File: src/sv/dgcdt_pkg.sv
// Shared types and constants for the discrete Gaussian CDT sampler.
package dgcdt_pkg;

  localparam int WORD_W  = 32;  // table entries, uniform word, half weight
  localparam int MOD_W   = 64;  // ring modulus and residue
  localparam int VAL_W   = 9;   // signed sample value
  localparam int EIU_W   = 8;   // entries_in_use register
  localparam int SLOT_W  = 7;   // entry_index field
  localparam int PADDR_W = 5;   // three registers at 8-byte spacing
  localparam int PDATA_W = 64;

  typedef enum logic {
    OP_LOAD   = 1'b0,
    OP_SAMPLE = 1'b1
  } opcode_t;

  typedef enum logic [1:0] {
    REG_CHW     = 2'd0,
    REG_MODULUS = 2'd1,
    REG_EIU     = 2'd2
  } reg_idx_t;

  typedef enum logic [2:0] {
    S_IDLE  = 3'b001,
    S_CHECK = 3'b010,
    S_SCAN  = 3'b100
  } scan_state_t;

  // search result handed to the output stage
  typedef struct packed {
    logic done;
    logic neg;
    logic last;
  } scan_res_t;

endpackage

File: src/sv/dgcdt_table.sv
// Cumulative probability table: one write port, one registered read port.
module dgcdt_table import dgcdt_pkg::*; #(
  parameter int TABLE_DEPTH = 128
) (
  input  logic                           clk,
  input  logic                           wr_en_i,
  input  logic [$clog2(TABLE_DEPTH)-1:0] wr_addr_i,
  input  logic [WORD_W-1:0]              wr_data_i,
  input  logic [$clog2(TABLE_DEPTH)-1:0] rd_addr_i,
  output logic [WORD_W-1:0]              rd_data_o
);

  logic [WORD_W-1:0] mem [TABLE_DEPTH];
  logic [WORD_W-1:0] rd_data_r;

  // write port
  always_ff @(posedge clk) begin
    if (wr_en_i) begin
      mem[wr_addr_i] <= wr_data_i;
    end
  end

  // read port, registered
  always_ff @(posedge clk) begin
    rd_data_r <= mem[rd_addr_i];
  end

  assign rd_data_o = rd_data_r;

endmodule

File: config.mk
export PLATFORM = sky130hd
export DESIGN_NAME = dgcdt_table
export DESIGN_NICKNAME = d
export VERILOG_FILES = /design/src/sv/dgcdt_pkg.sv /design/src/sv/dgcdt_table.sv
export SDC_FILE = /design/constraint.sdc
export NUM_CORES = 2
export LEC_CHECK = 0
export CAP_MARGIN = 20
export CORE_UTILIZATION = 30
export DETAILED_ROUTE_END_ITERATION = 7
export DONT_BUFFER_PORTS = 1
export MAX_ROUTING_LAYER = met4
export PLACE_DENSITY = 0.49
export SYNTH_ARGS = -nofsm -noshare
export SYNTH_HDL_FRONTEND = slang
export SYNTH_SLANG_ARGS = --single-unit
File: constraint.sdc
create_clock -name clk -period 5.15 [get_ports clk]
set_input_delay 0.515 -clock clk [delete_from_list [all_inputs] [get_ports clk]]
set_output_delay 0.515 -clock clk [all_outputs]
set_load 0.01 [all_outputs]
# [After elaboration in Yosys (flattened, before gate mapping)]
# Memory sizes are Yosys's and may differ from the RTL's. A register that Yosys moved wholly into a read port is not among the register bits.
# Cells that the tools add are included.
# Widths: inputs -> output; s select.
[totals] register_bits=0 word_cells=3 input_bits=48 output_inout_bits=32 memories=1 ram_bits=4096
[op_classes] mux=2
[mem_list] name="mem" depth=128 word_bits=32 rd=1 rd_ports_with_merged_regs=1 write_ports=1 line_no="dgcdt_table.sv:13" source="logic [WORD_W-1:0] mem [TABLE_DEPTH];"
[op_table] operator="$mux 1" n=2

# [Logic depth before layout (Yosys ltp)]
[depth] depth_word=2 ltp_mapped=8 ltp_nobuf=4

# [Least setup slack after synthesis]
# OpenSTA, ideal clock, no wires.
[synth_path] kind="input -> register" from="input port wr_en_i" to="memory mem[98][0], enable pin" n_path_buf=1 path_slack_ns=1.396 stages=3 setup_ns=0.461 t_required_ns=4.689 arrival_ns=3.293 path_cell_list="clkbuf_1 nand4_1 nor3_1"
[synth_via] elab_chain_len=2
[synth_rtl] item="from (decl)" line_no="dgcdt_table.sv:6" source="input logic wr_en_i,"
[synth_rtl] item="$mux 1" line_no="dgcdt_table.sv:18" source="if (wr_en_i) begin"
[synth_rtl] item="$mux 1 (not written as such)" line_no="dgcdt_table.sv:19" source="mem[wr_addr_i] <= wr_data_i;"
[synth_rtl] item="to (decl)" line_no="dgcdt_table.sv:13"
# No other way between the ends.

==> impl_results.md <==
* Final Cycle Share at 0.963
* Mapped Cells at 5990
* Clk root buf: clkbuf_16
* Met1 Track Usage GR at 0.233
* Slowest cell on the critical path: mux4_2
* Ys Warns at 0
* VDD IR max at 0.000255 V
* Sequential fraction of the synthesis area at 0.791
* Number of max-cap violations at 0
* Remaining DRCs at 0
* GRT busiest layer: met2
* FF-to-FF path depth at 4
* Fraction of power consumed by the clock network at 0.425
* WS Path Type: input port to flop
* CP Cell Sequence: buf_16 > buf_16 > buf_16 > buf_16 > buf_16 > buf_16 > mux4_2 > mux4_2 > mux4_2 > mux2_2
* Final hold slack at 0.0864 ns
* Initial antenna violation count at 58
* Nets at 6401
* Synth Area in Simple Gates at 0.00446
* Final hold vios at 0
* H-Tree Depth at 5
* Maximum root-to-sink buffer count at 4
* Sink Count at 4128
* RD Place Congestion at 0.761
* Post-DR vias/cell at 5.07
* Commonest non-fill, non-tap cell in the layout: edfxtp_1
* R2r setup slk at 2.27 ns
* CP max stage delay at 0.77 ns
* Area Growth Syn to Fin at 16.2%
* Synth Area in Compound Gates at 0
* Fillers at 47.3k
* Status: finished with violations
* Pleak at 54.3 nW
* Clock Latency Late Sink at 0.99 ns
* Syn_nets at 6038
* Comb power frac at 0.047
* Yosys cell types at 17
* First-pass DRT Iterations at 5
* End of the worst register-to-register path: rd_data_o[29]
* Sequential power share at 0.527
* XOR/XNOR share of the synthesized area at 0
* Setup crit end kind: flop
* Post-Route WL at 449000 um
* Drt wl/cell at 32.8 um
* Number of standard cells in the final layout excluding fillers at 13.7k
* Worst Hold Launch: wr_data_i[5]
* Critical Path Source Type: input port
* I/O pin cnt at 80
* Adder-cell share of the synthesized area at 0
* TritonCTS clock tree: built
* Drt initial violations at 9086
* CTS Buf Count at 423
* Mapped Area at 156000 um^2
* Minimum period implied by the final worst setup slack at 4.96 ns
* WP data arrival at 5.81 ns
* Fraction of layout cells with a size suffix above 1 at 0.346
* PwrDens at 390 nW/um^2
* Die footprint at 524000 um^2
* Fmax at 202 MHz
* # Post-CTS Setup Buffers at 0
* Switching share of power at 0.216
* DIE HEIGHT at 724 um
* Core box area at 518000 um^2
* Hold path endpoint: mem[70][5]
* DPL Wire Length at 228000 um
* Slew headroom at -0.271
* Die width at 724 um
* Register bit total from synthesis at 4128
* Clock skew at 0.0438 ns
* Vias in the first global route at 72.0k
* Worst-margin pin slew at 1.91 ns
* Final setup violation count at 0
* Final global-route overflow total at 0
* P_sw at 15.3 mW
* Largest net degree at the start of global routing at 257
* Worst Hold Class: input port to flop
* Worst r2r src: mem[23][29]
* Commonest non-fill, non-tap cells in the layout: edfxtp_1, mux4_2, clkbuf_16
* GR met3 Demand/Resource at 0.0254
* Syn avg cell area at 26.1 um^2
* Final TNS setup at 0 ns
* Internal power at 55.5 mW
* Row cnt at 264
* RSZ-0062 raised after global routing: no
* Multiplexer area fraction after synthesis at 0.196
* Most frequent cell on the critical path: buf_16
* Grt met2 use at 0.282
* Worst EP required at 5.99 ns
* Failing checks: slew limit
* Design Power at 70.8 mW
* Number of buffers added on ports at 0
* Gr usage total at 0.174
* Util after Layout at 0.350
* Via count at 69.5k
* DP Cell Count at 12.8k
* Fin. max-slew vios at 200
* Clock-pin slew on the worst setup and hold paths at 0.06 ns
* Routed Antenna Nets at 0
* Global-route wire length before repair at 615000 um
* Largest family of logic cells by synthesized area: multiplexers
* Starting Density at 0.302
* Hold Crit Depth at 1
* Crit-path max FO at 166
[metal layers]
metal | up-vias | part of all wire | wire length (um)
met5 | - | 0 | 0
met4 | 0 | 0.024 | 10800
met3 | 562 | 0.063 | 28500
met2 | 2394 | 0.49 | 222000
met1 | 39300 | 0.42 | 188000
li1 | 27300 | - | -
[layout make-up]
class                           instances  area, um^2  share of cell area
Sequential cell                      4128      124000               0.681
Multi-Input combinational cell       1546       32300               0.178
Clock buffer                          528       11200              0.0616
Tap cell                             6916        8650              0.0477
Timing Repair Buffer                  254        3320              0.0183
Clock inverter                        256        2270              0.0125
Antenna cell                           63         158            0.000869
[power groups by stage]
stage	Combinational [mW]	Clock, mW	Sequential (mW)
2_1_floorplan	1.79	0	37.9
3_3_place_gp	2.70	0	38.0
3_5_place_dp	2.70	0	38.0
4_1_cts	3.44	30.7	37.3
5_1_grt	3.51	31.9	37.3
6_report	3.36	30.1	37.3
[through the flow]
stage / setup slack [ns] / instance area (um^2)
global route: 0.0774 / 181000
finish: 0.189 / 182000
global placement: -1.02 / 166000
detailed placement: -1.10 / 167000
CTS: 0.264 / 181000
floorplan: 1.40 / 156000
[logic make-up after synthesis]
logic type | after synthesis
and+or+nand+nor | 170
buffers and inverters | 316
muxes | 1376
DFF | 4128
[cells in the mapped netlist]
cell type  instances  area share
edfxtp_1        4096        0.79
mux4_2          1344        0.19
clkbuf_1         182      0.0044
nor2_1           122      0.0029
buf_2             79      0.0025
buf_1             50      0.0012
dfxtp_1           32      0.0041
mux2_2            32      0.0023
nand2_1           14     0.00034
nand3_1           12     0.00038
nor3_1             9     0.00029
nor2b_1            7     0.00028
buf_4              3     0.00014
nand4_1            3     0.00012
buf_6              2     0.00014
nand2b_1           2    0.000080
or3_1              1    0.000040
[worst max path at each step]
stage,to,from,slack [ns]
after global placement,rd_data_o[30],rd_addr_i[0],-1.02
after CTS,rd_data_o[28],rd_addr_i[0],0.26
after floorplan,mem[98][0],wr_en_i,1.40
final,rd_data_o[28],rd_addr_i[2],0.19
after detailed placement,rd_data_o[30],rd_addr_i[0],-1.10
after global routing,rd_data_o[30],rd_addr_i[0],0.08
[critical path, delay by kind of cell]
| kind | cells | cell delay, ns |
|---|---|---|
| buffers and inverters | 6 | 2.64 |
| muxes | 4 | 2.15 |
[state kept, by name, summed over array words and instances, names as in the netlist]
name,count
rd_data_o,32
mem,4096
[repair_timing]
item                       4_1_cts  5_1_grt
setup endpoints to repair        2        2
pin swaps                        0        0
gates resized for setup          0        0
hold buffers                    72        0
hold endpoints to repair      4142        0
gates cloned                     1        1
Note: power is estimated with default switching activity, not from simulation.
