--- config.mk ---
export PLATFORM = sky130hd
export DESIGN_NAME = dgcdt_scan
export DESIGN_NICKNAME = d
export VERILOG_FILES = /design/src/sv/dgcdt_pkg.sv /design/src/sv/dgcdt_scan.sv
export SDC_FILE = /design/constraint.sdc
export NUM_CORES = 1
export LEC_CHECK = 0
export BUFFER_PORTS_ARGS = -buffer_cell sky130_fd_sc_hd__buf_4
export CAP_MARGIN = 5
export CELL_PAD_IN_SITES_DETAIL_PLACEMENT = 0
export CELL_PAD_IN_SITES_GLOBAL_PLACEMENT = 2
export CORE_MARGIN = 5
export CORE_UTILIZATION = 32
export CTS_CLUSTER_SIZE = 28
export DETAILED_ROUTE_END_ITERATION = 8
export GPL_ROUTABILITY_DRIVEN = 0
export PLACE_DENSITY = 0.87
export SLEW_MARGIN = 20
export SYNTH_ARGS = -nofsm -noshare
export SYNTH_HDL_FRONTEND = slang
export SYNTH_SLANG_ARGS = --single-unit
--- constraint.sdc ---
create_clock -name clk -period 5.9 [get_ports clk]
set_input_delay 0.59 -clock clk [delete_from_list [all_inputs] [get_ports clk]]
set_output_delay 0.59 -clock clk [all_outputs]
set_load 0.05 [all_outputs]
--- src/sv/dgcdt_pkg.sv ---
// Shared types and constants for the discrete Gaussian CDT sampler.
package dgcdt_pkg;

  localparam int WORD_W  = 32;  // table entries, uniform word, half weight
  localparam int MOD_W   = 64;  // ring modulus and residue
  localparam int VAL_W   = 9;   // signed sample value
  localparam int EIU_W   = 8;   // entries_in_use register
  localparam int SLOT_W  = 7;   // entry_index field
  localparam int PADDR_W = 5;   // three registers at 8-byte spacing
  localparam int PDATA_W = 64;

  typedef enum logic {
    OP_LOAD   = 1'b0,
    OP_SAMPLE = 1'b1
  } opcode_t;

  typedef enum logic [1:0] {
    REG_CHW     = 2'd0,
    REG_MODULUS = 2'd1,
    REG_EIU     = 2'd2
  } reg_idx_t;

  typedef enum logic [2:0] {
    S_IDLE  = 3'b001,
    S_CHECK = 3'b010,
    S_SCAN  = 3'b100
  } scan_state_t;

  // search result handed to the output stage
  typedef struct packed {
    logic done;
    logic neg;
    logic last;
  } scan_res_t;

endpackage

--- src/sv/dgcdt_scan.sv ---
// Search sequencer: magnitude, center test and linear scan of the table.
module dgcdt_scan import dgcdt_pkg::*; #(
  parameter int TABLE_DEPTH = 128
) (
  input  logic                             clk,
  input  logic                             rst_n,
  input  logic                             go_i,
  input  logic [WORD_W-1:0]                word_i,
  input  logic                             last_i,
  input  logic [WORD_W-1:0]                chw_i,
  input  logic [EIU_W-1:0]                 eiu_i,
  output logic [$clog2(TABLE_DEPTH)-1:0]   rd_addr_o,
  input  logic [WORD_W-1:0]                rd_data_i,
  output logic                             busy_o,
  output scan_res_t                        res_o,
  output logic [$clog2(TABLE_DEPTH+1)-1:0] mag_o
);

  localparam int AW = $clog2(TABLE_DEPTH);
  localparam int CW = $clog2(TABLE_DEPTH + 1);

  scan_state_t       state_r, state_nxt;
  logic [WORD_W-1:0] val_r, val_nxt;     // magnitude, then search target
  logic [AW-1:0]     idx_r, idx_nxt;     // slot whose data is on rd_data_i
  logic              neg_r, neg_nxt;
  logic              last_r, last_nxt;
  logic [CW-1:0]     len;
  logic [CW-1:0]     nxt;
  logic              hit;

  // table length: entries_in_use clamped to the depth
  always_comb begin
    if (32'(eiu_i) > 32'(TABLE_DEPTH)) begin
      len = CW'(TABLE_DEPTH);
    end else begin
      len = CW'(eiu_i);
    end
  end

  assign nxt = CW'(idx_r) + CW'(1);
  assign hit = (rd_data_i >= val_r);

  // next state and datapath
  always_comb begin
    state_nxt = state_r;
    val_nxt   = val_r;
    idx_nxt   = idx_r;
    neg_nxt   = neg_r;
    last_nxt  = last_r;
    res_o     = '0;
    mag_o     = '0;
    unique case (state_r)
      S_IDLE: begin
        if (go_i) begin
          neg_nxt   = word_i[WORD_W-1];
          val_nxt   = word_i[WORD_W-1] ? (WORD_W'(0) - word_i) : word_i;
          last_nxt  = last_i;
          state_nxt = S_CHECK;
        end
      end
      S_CHECK: begin
        // inside the center, or empty table: sample is zero
        if (val_r <= chw_i || len == '0) begin
          res_o     = '{done: 1'b1, neg: neg_r, last: last_r};
          state_nxt = S_IDLE;
        end else begin
          val_nxt   = val_r - chw_i;
          idx_nxt   = '0;
          state_nxt = S_SCAN;
        end
      end
      S_SCAN: begin
        // hit or end of table both give magnitude idx + 1
        if (hit || nxt == len) begin
          res_o     = '{done: 1'b1, neg: neg_r, last: last_r};
          mag_o     = nxt;
          state_nxt = S_IDLE;
        end else begin
          idx_nxt = AW'(nxt);
        end
      end
      default: begin
        state_nxt = S_IDLE;
      end
    endcase
  end

  // slot 0 is fetched during the center test, then one slot ahead
  assign rd_addr_o = (state_r == S_CHECK) ? '0 : AW'(nxt);
  assign busy_o    = (state_r != S_IDLE);

  always_ff @(posedge clk) begin
    if (!rst_n) begin
      state_r <= S_IDLE;
    end else begin
      state_r <= state_nxt;
    end
  end

  always_ff @(posedge clk) begin
    val_r  <= val_nxt;
    idx_r  <= idx_nxt;
    neg_r  <= neg_nxt;
    last_r <= last_nxt;
  end

  // checks
  a_done_to_idle: assert property (@(posedge clk) disable iff (!rst_n)
    res_o.done |=> state_r == S_IDLE)
    else $error("scan: result without return to idle");

  a_mag_bound: assert property (@(posedge clk) disable iff (!rst_n)
    res_o.done |-> mag_o <= len)
    else $error("scan: magnitude above table length");

  a_scan_range: assert property (@(posedge clk) disable iff (!rst_n)
    state_r == S_SCAN |-> CW'(idx_r) < len)
    else $error("scan: slot index beyond table length");

  a_go_idle: assert property (@(posedge clk) disable iff (!rst_n)
    go_i |-> state_r == S_IDLE)
    else $error("scan: start while busy");

endmodule

Yosys cells after proc, flatten, opt, wreduce, memory -nomap -nowiden
Index checks and enable logic that the tools add are counted.
- flip-flop bits (word level): 44
- bits in latches: 0
- bits in writable memories: 0
- memory bits (read-only): 0
- input bits: 108
- output and inout port bits: 19
- logic and storage cells: 47
- memories kept: 0
- add/sub/neg operators: 3
- multipliers: 0
- div/mod/pow operators: 0
- $lt $le $gt $ge: 3
- equality and inequality tests: 9
- shift-type cells: 0
- multiplexer cells: 18
- bitwise operators: 0
- reductions and logical operators: 9
- operator list (kind ; number):
    two-way mux 32 bit ; 3
    one-hot mux 32 bit (2 select lines) ; 1
    >= comparator 32 bit ; 1
    less-or-equal comparator 32 bit ; 1
    subtractor 1 x 32 -> 32 bit, first input constant ; 1
    subtractor 32 bit ; 1
    two-way mux 8 bit ; 3
    two-way mux 7 bit ; 3
    two-way mux 3 bit ; 5
    one-hot mux 7 bit (2 select lines) ; 1
    one-hot mux 3 bit (3 select lines) ; 1
    adder 7 x 1 -> 8 bit, second input constant ; 1
    equality test 8 bit ; 1
    greater-than comparator 8 bit, second input constant ; 1
    zero test 8 bit ; 1
    != test 2 bit, second input constant ; 4
    one-hot mux 3 bit (2 select lines) ; 1
    AND reduction 3 bit ; 2
    AND reduction 2 bit ; 2
    nonzero test 2 bit ; 2
    equality test 3 x 1 -> 1 bit, second input constant ; 1
    equality test 3 x 2 -> 1 bit, second input constant ; 1
    equality test 3 bit, second input constant ; 1
    != test 3 x 1 -> 1 bit, second input constant ; 1
    logical OR 1 bit ; 2

Longest topological paths before layout
- depth in word-level cells: 6
- mapped depth: 11
- mapped depth without buffers: 11

Worst setup path after synthesis
OpenSTA, ideal clock, no wires.
- kind: input to register
- start: input port chw_i[0]
- end: register val_r[0] (enable)
- library setup time: 0.433 ns
- arrival time: 4.108 ns
- data required time: 5.467 ns
- path slack: 1.359 ns
- stages: 10
- buffers on the path: 0
- cell sequence: ha_1 fa_1 nand2b_1 a21oi_1 o31ai_1 o21ai_2 a21boi_1 o21a_1 or2_2 o22ai_1
- word-level cells in the longest chain between the ends: 4
- ends and longest elaborated chain (what ; RTL line ; source):
    start: declaration ; dgcdt_scan.sv:10 ; input logic [WORD_W-1:0] chw_i,
    less-or-equal comparator 32 bit ; dgcdt_scan.sv:63 ; if (val_r <= chw_i || len == '0) begin
    logical OR 1 bit ; dgcdt_scan.sv:63 ;
    != test 2 bit (no line) ; n/a ;
    AND reduction 3 bit (no line) ; n/a ;
    end signal: assignment ; dgcdt_scan.sv:101 ; val_r <= val_nxt;
    end: declaration ; dgcdt_scan.sv:23 ; logic [WORD_W-1:0] val_r, val_nxt;
No other way between the ends.
A chain may end at the register's enable or synchronous reset.

==> results.json <==
{
  "outcome": "finished clean",
  "clkPwrFrac": 0.222,
  "ios": 127,
  "grt_usage": 0.1638,
  "endpoint_kind": "output port",
  "slew_viol_final": 0,
  "grt_max_degree": 50,
  "grt_antenna_before_repair": 0,
  "clk_pin_slew_worst_paths_ns": 0.07,
  "power.share.switching": 0.3879,
  "clock_sinks": 44,
  "critPathLaunchType": "flop",
  "synthArstFlopShare": 0,
  "final_common_cell": "buf_4",
  "nets": 982,
  "p_int_w": 0.0009067,
  "cp_slowest_cell": "edfxtp_1",
  "drive_above_1_share": 0.1968,
  "rsz0062_at_grt": "false",
  "ctsHoldBuffers": 0,
  "avgSynthCellArea_um2": 8.060,
  "grt_overflow": 0,
  "drc": 0,
  "cap_violations": 0,
  "syn2layout_area_growth_pct": 24.23,
  "grt_pass1_wl_um": 26580,
  "numCtsBuffers": 5,
  "hold_viol_final": 0,
  "vias": 5319,
  "grt_pass1_vias": 5180,
  "leakage_nw": 3.220,
  "max_freq_ghz": 0.2541,
  "io_buffers": 126,
  "reg2reg_slack_ns": 2.19,
  "start_util": 0.3238,
  "ir_worst_vdd_uv": 109.3,
  "synthCells": 690,
  "synthTopCellsByArea": "edfxtp_1 22%, ha_1 15%, xnor2_1 6.0%",
  "netlist.area_leader.share": 0.2214,
  "syn_nets": 865,
  "holdWs_ns": 0.4757,
  "max_slew.worst_pin.slew_ns": 0.8277,
  "yosysWarnings": 0,
  "pwr_density_cell_mw_per_mm2": 214.4,
  "antenna_cells": 0,
  "hold_class": "in -> reg",
  "cpPeakStageDelay_ns": 0.38,
  "p_switching_w": 0.0005747,
  "fin_skew_ns": 0.01128,
  "final_util": 0.4022,
  "worstSetupPathType": "reg -> out",
  "synth_top_area_cell": "edfxtp_1",
  "fp.dieH_um": 141.8,
  "dp_hpwl_um": 13480,
  "synth_cell_types": 76,
  "post_cts_buffers": 0,
  "final_cell_mix": "129 x buf_4, 82 x inv_1, 66 x ha_1, 55 x nor2_1, 49 x nand2_1",
  "netlist_area_mm2": 0.005562,
  "viasPerCell": 5.149,
  "clk_path_buf_depth": 2,
  "routedWlPerCell_um": 16.10,
  "crit_required_ns": 5.31,
  "power_frac_comb": 0.489,
  "die_x_um": 141.8,
  "slew_headroom": 0.4435,
  "die-area_mm2": 0.02012,
  "place_inst": 1025,
  "h-tree-depth": 2,
  "setup_ws_ns": 1.965,
  "root_buffer": "clkbuf_16",
  "clk_latency_ns": 0.30,
  "synth-seq-cells": 44,
  "finalWirelength_um": 16630,
  "synth_ff_type": "edfxtp_1",
  "worstPathArrival_ns": 3.34,
  "postRouteAntennaNets": 0,
  "cts_resized": 0,
  "rows": 48,
  "dr.pass1.iters": 5,
  "seq_area_frac_synth": 0.2322,
  "tns_ns": 0,
  "finalCritPeriodShare": 0.6669,
  "seqPwrFrac": 0.289,
  "crit_path_max_fanout": 4,
  "synth_edf_count": 41,
  "cts_tree": "yes",
  "setup_violations": 0,
  "drt_iter0_drc": 346,
  "dp_slack_ns": 1.924,
  "path_cells": "inv_1 > ha_1 > fa_1 > nand2b_1 > a21oi_1 > o31ai_1 > o21ai_2 > a21boi_1 > o21a_1 > or2_2 > o2bb2ai_1 > buf_4",
  "stdcell_count": 1033,
  "design.core.area_mm2": 0.01718,
  "min_period_ns": 3.935
}
-- Yosys cell counts, types with 3 or more instances --
| master | n |
|---|---|
| nand2b_1 | 10 |
| or4_1 | 3 |
| inv_1 | 82 |
| and3_1 | 6 |
| o21ai_0 | 40 |
| o21ai_1 | 5 |
| a211oi_1 | 6 |
| ha_1 | 66 |
| a21o_1 | 30 |
| o22ai_1 | 7 |
| xnor2_1 | 38 |
| nor4_1 | 7 |
| o21bai_1 | 3 |
| a31oi_1 | 7 |
| o41ai_1 | 3 |
| nor3_1 | 23 |
| o211ai_1 | 5 |
| xor2_1 | 14 |
| nor2_1 | 55 |
| nand2_1 | 49 |
| nor2b_1 | 5 |
| clkbuf_1 | 16 |
| a21boi_0 | 3 |
| nand4_1 | 14 |
| and2_1 | 4 |
| a21oi_1 | 36 |
| or3_1 | 8 |
| nand3_1 | 21 |
| edfxtp_1 | 41 |
| o31ai_1 | 20 |
| o21a_1 | 7 |
| dfxtp_1 | 3 |
-- power groups by stage --
stage | combinational, W | sequential [W] | clock [W]
after floorplan | 0.000511 | 0.000427 | 0
after global placement | 0.000724 | 0.000436 | 0
after detailed placement | 0.000723 | 0.000436 | 0
after CTS | 0.000727 | 0.000429 | 0.000336
after global routing | 0.000818 | 0.000435 | 0.000343
final | 0.000724 | 0.000429 | 0.000329
-- per-stage QoR --
step	instance area [um2]	power (W)
after floorplan	5562	0.0009379
after global placement	6745	0.001159
after detailed placement	6745	0.001158
after CTS	6909	0.001492
after global routing	6909	0.001597
final	6909	0.001481
-- worst paths after layout --
kind	start	to	cells after the start
worst max-delay path	val_r[0]$_DFFE_PP_	res_o[2]	12
worst min-delay path	last_i	last_r$_DFFE_PP_	1
worst min register to register	state_r[0]$_SDFFE_PN1P_	state_r[1]$_SDFFE_PN0P_	2
worst max register to register	val_r[0]$_DFFE_PP_	val_r[10]$_DFFE_PP_	12
-- worst max-delay path, delay by kind of cell (launching register included) --
family / cells / cell delay, ns
DFF: 1 / 0.38
and+or+nand+nor: 2 / 0.51
buffers and inverters: 2 / 0.26
AOI/OAI and AO/OA: 6 / 1.31
adders and majority gates: 2 / 0.58
-- per-layer routing --
metal | global-route usage | routed length, um | vias to the layer above
li1 | - | - | 2753
met1 | 0.2325 | 8103 | 2456
met2 | 0.2621 | 7615 | 95
met3 | 0.02528 | 683 | 15
met4 | 0.03788 | 228 | 0
met5 | 0 | 0 | -
-- cell families (layout without fill, tap and decap cells) --
kind of cell / after synthesis / count (layout) / synth area share
buffers and inverters: 101 / 219 / 0.06929
AOI/OAI and AO/OA: 199 / 199 / 0.2495
muxes: 2 / 2 / 0.003600
and+or+nand+nor: 223 / 223 / 0.2045
adders and majority gates: 67 / 67 / 0.1521
xor gates and xnor gates: 54 / 54 / 0.08886
DFF: 44 / 44 / 0.2322
-- state kept, by name, summed over array words and instances, names as in the netlist --
register	flops
val_r	32
state_r	3
last_r	1
neg_r	1
idx_r	7
-- cell type report --
type / instances / area, um2
clock buffer: 6 / 128.9
fill: 1857 / 10270
tap: 225 / 281.5
multi-input combinational: 545 / 3896
clock inverter: 2 / 35.03
timing repair buffer: 129 / 968.4
sequential: 44 / 1291
inverter: 82 / 307.8
No activity file was read; power rests on OpenSTA's default activity.
